--- config.mk ---
export PLATFORM = sky130hd
export DESIGN_NAME = oah_div
export DESIGN_NICKNAME = d
export VERILOG_FILES = /design/src/rtl/core/oah_pkg.sv /design/src/rtl/core/oah_div.sv
export SDC_FILE = /design/constraint.sdc
export NUM_CORES = 1
export LEC_CHECK = 0
export BUFFER_PORTS_ARGS = -buffer_cell sky130_fd_sc_hd__buf_2
export CAP_MARGIN = 10
export CORE_UTILIZATION = 35
export DETAILED_ROUTE_END_ITERATION = 7
export PLACE_DENSITY_LB_ADDON = 0.15
export SYNTH_ARGS = -nofsm -noshare
export SYNTH_HDL_FRONTEND = slang
export SYNTH_SLANG_ARGS = --single-unit
--- constraint.sdc ---
create_clock -name clk_i -period 3.5 [get_ports clk_i]
set_clock_uncertainty 0.2 [all_clocks]
set_input_delay 0.7 -clock clk_i [delete_from_list [all_inputs] [get_ports clk_i]]
set_output_delay 0.7 -clock clk_i [all_outputs]
set_load 0.02 [all_outputs]
--- src/rtl/core/oah_pkg.sv ---
// ----------------------------------------------------------------------------
// oah_pkg: shared constants and types for the open-addressed hash insert unit
// Table geometry, field widths, register indexes, probe modes, status codes
// and the request/response bundles of the shared remainder unit.
// ----------------------------------------------------------------------------
package oah_pkg;

  localparam int TABLE_DEPTH = 1024;
  localparam int IDX_W       = $clog2(TABLE_DEPTH);
  localparam int SIZE_W      = $clog2(TABLE_DEPTH + 1);

  localparam int KEY_W       = 31;
  localparam int CFG_W       = 11;
  localparam int CFG_IDX_W   = 1;
  localparam int MODE_W      = 2;
  localparam int STATUS_W    = 2;
  localparam int COUNT_W     = 12;

  localparam int DH_PRIME    = 17;
  localparam int DH_W        = $clog2(DH_PRIME + 1);
  localparam int DIV_W       = (SIZE_W > DH_W) ? SIZE_W : DH_W;
  localparam int DIV_CNT_W   = $clog2(KEY_W + 1);

  localparam logic [COUNT_W-1:0] COUNT_MAX = '1;

  // configuration register indexes
  localparam logic [CFG_IDX_W-1:0] CFG_PROBE_MODE = CFG_IDX_W'(0);
  localparam logic [CFG_IDX_W-1:0] CFG_TABLE_SIZE = CFG_IDX_W'(1);

  // probe modes
  localparam logic [MODE_W-1:0] MODE_LINEAR = 2'd0;
  localparam logic [MODE_W-1:0] MODE_QUAD   = 2'd1;
  localparam logic [MODE_W-1:0] MODE_DOUBLE = 2'd2;
  localparam logic [MODE_W-1:0] MODE_NONE   = 2'd3;

  // result status codes
  localparam logic [STATUS_W-1:0] ST_INSERTED  = 2'd0;
  localparam logic [STATUS_W-1:0] ST_DUPLICATE = 2'd1;
  localparam logic [STATUS_W-1:0] ST_FULL      = 2'd2;

  typedef struct packed {
    logic             start;
    logic [KEY_W-1:0] dividend;
    logic [DIV_W-1:0] divisor;
  } div_req_t;

  typedef struct packed {
    logic             done;
    logic [DIV_W-1:0] rem;
  } div_rsp_t;

endpackage

--- src/rtl/core/oah_div.sv ---
// ----------------------------------------------------------------------------
// oah_div: shared bit-serial remainder unit
// Restoring remainder, one dividend bit per cycle; done pulses with the result.
// ----------------------------------------------------------------------------
module oah_div (
  input  logic              clk_i,
  input  logic              rst_ni,
  input  oah_pkg::div_req_t req_i,
  output oah_pkg::div_rsp_t rsp_o
);

  logic [oah_pkg::KEY_W-1:0]     dvd_q;
  logic [oah_pkg::DIV_W-1:0]     dvs_q;
  logic [oah_pkg::DIV_W-1:0]     rem_q;
  logic [oah_pkg::DIV_CNT_W-1:0] cnt_q;
  logic                          done_q;

  logic [oah_pkg::DIV_W:0]   trial;
  logic [oah_pkg::DIV_W-1:0] rem_d;

  always_comb begin
    trial = {rem_q, dvd_q[oah_pkg::KEY_W-1]};
    if (trial >= {1'b0, dvs_q}) begin
      trial = trial - {1'b0, dvs_q};
    end
    rem_d = trial[oah_pkg::DIV_W-1:0];
  end

  always_ff @(posedge clk_i or negedge rst_ni) begin
    if (!rst_ni) begin
      dvd_q  <= '0;
      dvs_q  <= '0;
      rem_q  <= '0;
      cnt_q  <= '0;
      done_q <= 1'b0;
    end else if (req_i.start) begin
      dvd_q  <= req_i.dividend;
      dvs_q  <= req_i.divisor;
      rem_q  <= '0;
      cnt_q  <= oah_pkg::DIV_CNT_W'(oah_pkg::KEY_W);
      done_q <= 1'b0;
    end else if (cnt_q != '0) begin
      rem_q  <= rem_d;
      dvd_q  <= dvd_q << 1;
      cnt_q  <= cnt_q - oah_pkg::DIV_CNT_W'(1);
      done_q <= (cnt_q == oah_pkg::DIV_CNT_W'(1));
    end else begin
      done_q <= 1'b0;
    end
  end

  assign rsp_o.done = done_q;
  assign rsp_o.rem  = rem_q;

endmodule

# --- Yosys cells after proc, flatten, opt, wreduce, memory -nomap -nowiden ---
# Cells that the tools add are included.
word_totals:
  in_bits: 45
  register_bits: 59
  word_cells: 20
  output_inout_bits: 12
op_classes:
  n_eq_ne: 1
  muxes: 9
  n_reduce_logical: 2
  addsub: 2
  order_cmp: 1
ops:
  columns: ["op", "count"]
  rows:
  - ["$mux W31", 2]
  - ["$mux W11", 3]
  - ["$ge A12 B11 Y1", 1]
  - ["$sub A11 B11 Y11", 1]
  - ["$mux W5", 2]
  - ["$eq A5 B1 Y1 const B", 1]
  - ["$reduce_bool A5 Y1", 1]
  - ["$sub A5 B1 Y5 const B", 1]
  - ["$mux W1", 2]
  - ["$reduce_bool A2 Y1", 1]

# --- Logic depth before layout (Yosys ltp) ---
logic_depth:
  depth_word: 4
  mapped_depth: 11
  mapped_depth_nobuf: 10

# --- Worst setup path after synthesis ---
# No wires, ideal clock.
synth_timing:
  path_kind: "reg-to-reg"
  start: "register dvd_q[30] (netlist bit)"
  end: "register rem_q[6] (netlist bit)"
  setup_time_ns: 0.096
  stages_incl_launch_ff: 12
  slack_ns: 0.905
  arrival_ns: 2.300
  synth_period_minus_slack_ns: 2.595
  path_buffers: 1
  cell_sequence: "dfrtp_1 -> inv_1 -> ha_1 -> inv_1 -> fa_1 -> a211oi_2 -> o21ai_1 -> a31oi_4 -> and2_4 -> buf_8 -> nand2_2 -> a311oi_2"
synth_via:
  elab_chain_len: 4
  word_cells_on_any_way: 5
  cone_classes: "add/sub: 1; order compare: 1; mux: 3"
synth_rtl:
  columns: ["element", "line_no", "rtl"]
  rows:
  - ["start, declared", "oah_div.sv:12", "logic [oah_pkg::KEY_W-1:0] dvd_q;"]
  - ["start signal, assigned", "oah_div.sv:37", "dvd_q <= req_i.dividend;"]
  - ["start signal, assigned", "oah_div.sv:44", "dvd_q <= dvd_q << 1;"]
  - ["$sub A11 B11 Y11 / $ge A12 B11 Y1 (equally long branches)", "oah_div.sv:24, oah_div.sv:23", null]
  - ["$mux W11 (*)", "oah_div.sv:23", "if (trial >= {1'b0, dvs_q}) begin"]
  - ["$mux W11 (*)", "oah_div.sv:42", "end else if (cnt_q != '0) begin"]
  - ["$mux W11 (*)", "oah_div.sv:36", "end else if (req_i.start) begin"]
  - ["end signal, assigned", "oah_div.sv:43", "rem_q <= rem_d;"]
  - ["end, declared", "oah_div.sv:14", "logic [oah_pkg::DIV_W-1:0] rem_q;"]
# Mark *: on every way between the ends. The rest lies on a longest branch, timed or not. The select of a mux whose other input is x is not followed.
# A chain may end at the register's enable or synchronous reset.

# --- Final worst setup path ---
# Ends and elaborated chain as after synthesis.

==> results.sh <==
export IMPL_first_iter_violations=148
export IMPL_synth_area_leader_cell="dfrtp_1"
export IMPL_min_period_ns=2.77
export IMPL_cp_common_cell="inv_1"
export IMPL_core_mm2=0.00889
export IMPL_crit_family="compound AO/OA/AOI/OAI gates"
export IMPL_p_total_mw=2.48
export IMPL_cts_tree="done"
export IMPL_post_cts_resize_count=0
export IMPL_first_pass_iters=4
export IMPL_critPathMaxFanout=11
export IMPL_busiest_layer="met2"
export IMPL_status="completed"
export IMPL_max_freq_ghz=0.361
export IMPL_regToRegSetupSlack_ns=0.73
export IMPL_vias=2551
export IMPL_ys_types=43
export IMPL_synth_top_cell_area_share_pct=45.1
export IMPL_powerDensity_mw_per_mm2=641
export IMPL_endpoint="rem_q[6]"
export IMPL_setup_tns_final_ns=0
export IMPL_cts_buffers=9
export IMPL_path_cells="inv_1 > ha_1 > inv_1 > fa_1 > a211oi_2 > o21ai_1 > a31oi_4 > and2_4 > nand2_2 > a311oi_2"
export IMPL_async_flop_share_pct=100
export IMPL_start_util_pct=36.8
export IMPL_chipHeight_um=98.7
export IMPL_period_share_pct=79.1
export IMPL_areaGrowthSynthToFinish_pct=18.4
export IMPL_grt_use_met1_pct=21.8
export IMPL_htreeDepth=3
export IMPL_track_usage_pct=15.5
export IMPL_hold_viol=0
export IMPL_hold_ws_ns=0.295
export IMPL_worst_setup_path_type="reg -> reg"
export IMPL_synth_nets=405
export IMPL_clk_pin_slew_ns=0.07
export IMPL_grt_met2_usage_pct=23.5
export IMPL_postLayoutCellArea_mm2=0.00387
export IMPL_grtUsageMet3_pct=3.19
export IMPL_seqCellArea_mm2=0.00148
export IMPL_synth_main_ff_cell="dfrtp_1"
export IMPL_slew_headroom_pct=36.8
export IMPL_wl_mm=6.93
export IMPL_dp_cells=495
export IMPL_r2r_start="dvd_q[30]"
export IMPL_insertion_delay_ns=0.34
export IMPL_fin_nets=458
export IMPL_gp_congestion=0.817
export IMPL_grt_max_degree=47
export IMPL_startpoint_type="register"
export IMPL_nFillCells=897
export IMPL_cp_num_cells=10
export IMPL_fin_util_pct=43.5
export IMPL_dpl_hpwl_mm=4.85
export IMPL_syn_inst=345
export IMPL_wl_per_cell_um=13.6
export IMPL_synth_area_leaders="dfrtp_1 45%, mux2i_1 9.5%, o21ai_0 7.5%"
export IMPL_synth_seq_cells=59
export IMPL_rsz0062_at_grt="no"
export IMPL_syn_avg_cell_area_um2=9.48
export IMPL_vdd_drop_max_mv=0.181
export IMPL_row_count=34
export IMPL_die_area_mm2=0.00973
export IMPL_vias_per_cell=4.99
export IMPL_placed_cell_area_mm2=0.00365
export IMPL_fin_cells=511
export IMPL_fin_ws_ns=0.731
export IMPL_drv_slew=0
export IMPL_seq_area_frac_synth_pct=45.1
export IMPL_min_path_type="in -> async"
export IMPL_place_ws_ns=0.771
export IMPL_setup_viol=0
export IMPL_port_buffers=56
export IMPL_worst_pin_slew_ns=0.949
export IMPL_synth_edf_count=0
export IMPL_yosys_warnings=0
export IMPL_p_leak_nw=1.74
export IMPL_cpMaxStageDelayCell="fa_1"
export IMPL_grt_ovfl_total=0
export IMPL_post_cts_setup_buffers=0
export IMPL_grt_pass1_wl_mm=12.0
export IMPL_maxCapViolCount=0
export IMPL_ff2ff_path_depth=10
export IMPL_yosys_top_cells_count="59 x dfrtp_1, 59 x nand2_1, 49 x o21ai_0"
export IMPL_clockRootBuffer="clkbuf_8"
export IMPL_die_width_um=98.7
export IMPL_grt_pass1_vias=2475
export IMPL_diodes=0
export IMPL_multiInputGateArea_mm2=0.00164
export IMPL_setup_worst_path_end_class="register"
export IMPL_ios=57
export IMPL_cp_slowest_stage_delay_ns=0.41
export IMPL_antenna_found_initial=0
export IMPL_required_ns=3.55
export IMPL_clk_path_buf_depth=2
export IMPL_cts_sinks=59
export IMPL_ant_nets=0
export IMPL_cp_buffers_inverters=2
export IMPL_cts_hold_buffers=0
export IMPL_critPathLaunch="dvd_q[30]"
export IMPL_layout_drive_gt1_share_pct=22.6
export IMPL_r2r_end="rem_q[6]"
export IMPL_cp_arrival_ns=2.82
export IMPL_netlist_area_mm2=0.00327
export IMPL_drc=0
==> routing by layer <==
layer / wire length (um) / up-vias
met2: 3020 / 59
met5: 0 / -
li1: - / 1311
met3: 294 / 11
met4: 96 / 0
met1: 3520 / 1170
==> power by group <==
group	internal, mW	switching, mW	leakage, nW
combinational	0.381	0.536	0.921
sequential	0.774	0.0864	0.720
clock	0.404	0.299	0.102
total	1.56	0.922	1.74
==> worst min path at each step <==
stage,slack (ns),endpoint,depth (start not counted),start
6_report,0.29,dvs_q[10],1,rst_ni
5_1_grt,0.35,cnt_q[1],1,cnt_q[1]
4_1_cts,0.31,cnt_q[1],1,cnt_q[1]
3_5_place_dp,0.30,cnt_q[1],1,cnt_q[1]
3_3_place_gp,0.30,cnt_q[1],1,cnt_q[1]
2_1_floorplan,0.20,cnt_q[0],0,rst_ni
==> sequential cells by signal, summed over array words and instances, names as in the netlist <==
register and count:
cnt_q 5, dvd_q 31, dvs_q 11, rem_q 11, done_q 1
==> cell usage in the layout, fill, tap and decap left out, types with 6 or more instances in the layout <==
cell type,n
dfrtp_1,59
inv_1,16
clkbuf_8,9
a21oi_1,16
buf_2,56
nor2_1,21
xnor2_1,6
mux2i_1,31
nand2_1,59
ha_1,14
o21ai_0,49
==> final cells by class <==
class	instances	area share, %
Sequential cell	59	38.1
Clock inverter	7	2.59
Multi-Input combinational cell	250	42.3
Clock buffer	9	3.20
Timing Repair Buffer	62	8.73
Inverter	16	1.55
Tap cell	108	3.49
==> kinds of logic (layout without fill, tap and decap cells) <==
logic type                 after synthesis  after routing  share of synthesized area [%]
AOI/OAI and AO/OA                       94             94                           18.4
xor gates and xnor gates                 6              6                           1.61
adders and majority gates               15             15                           5.97
buffers and inverters                   36             94                           4.97
DFF                                     59             59                           45.1
muxes                                   32             32                           9.83
and+or+nand+nor                        103            103                           14.1
No activity file was read; power rests on OpenSTA's default activity.
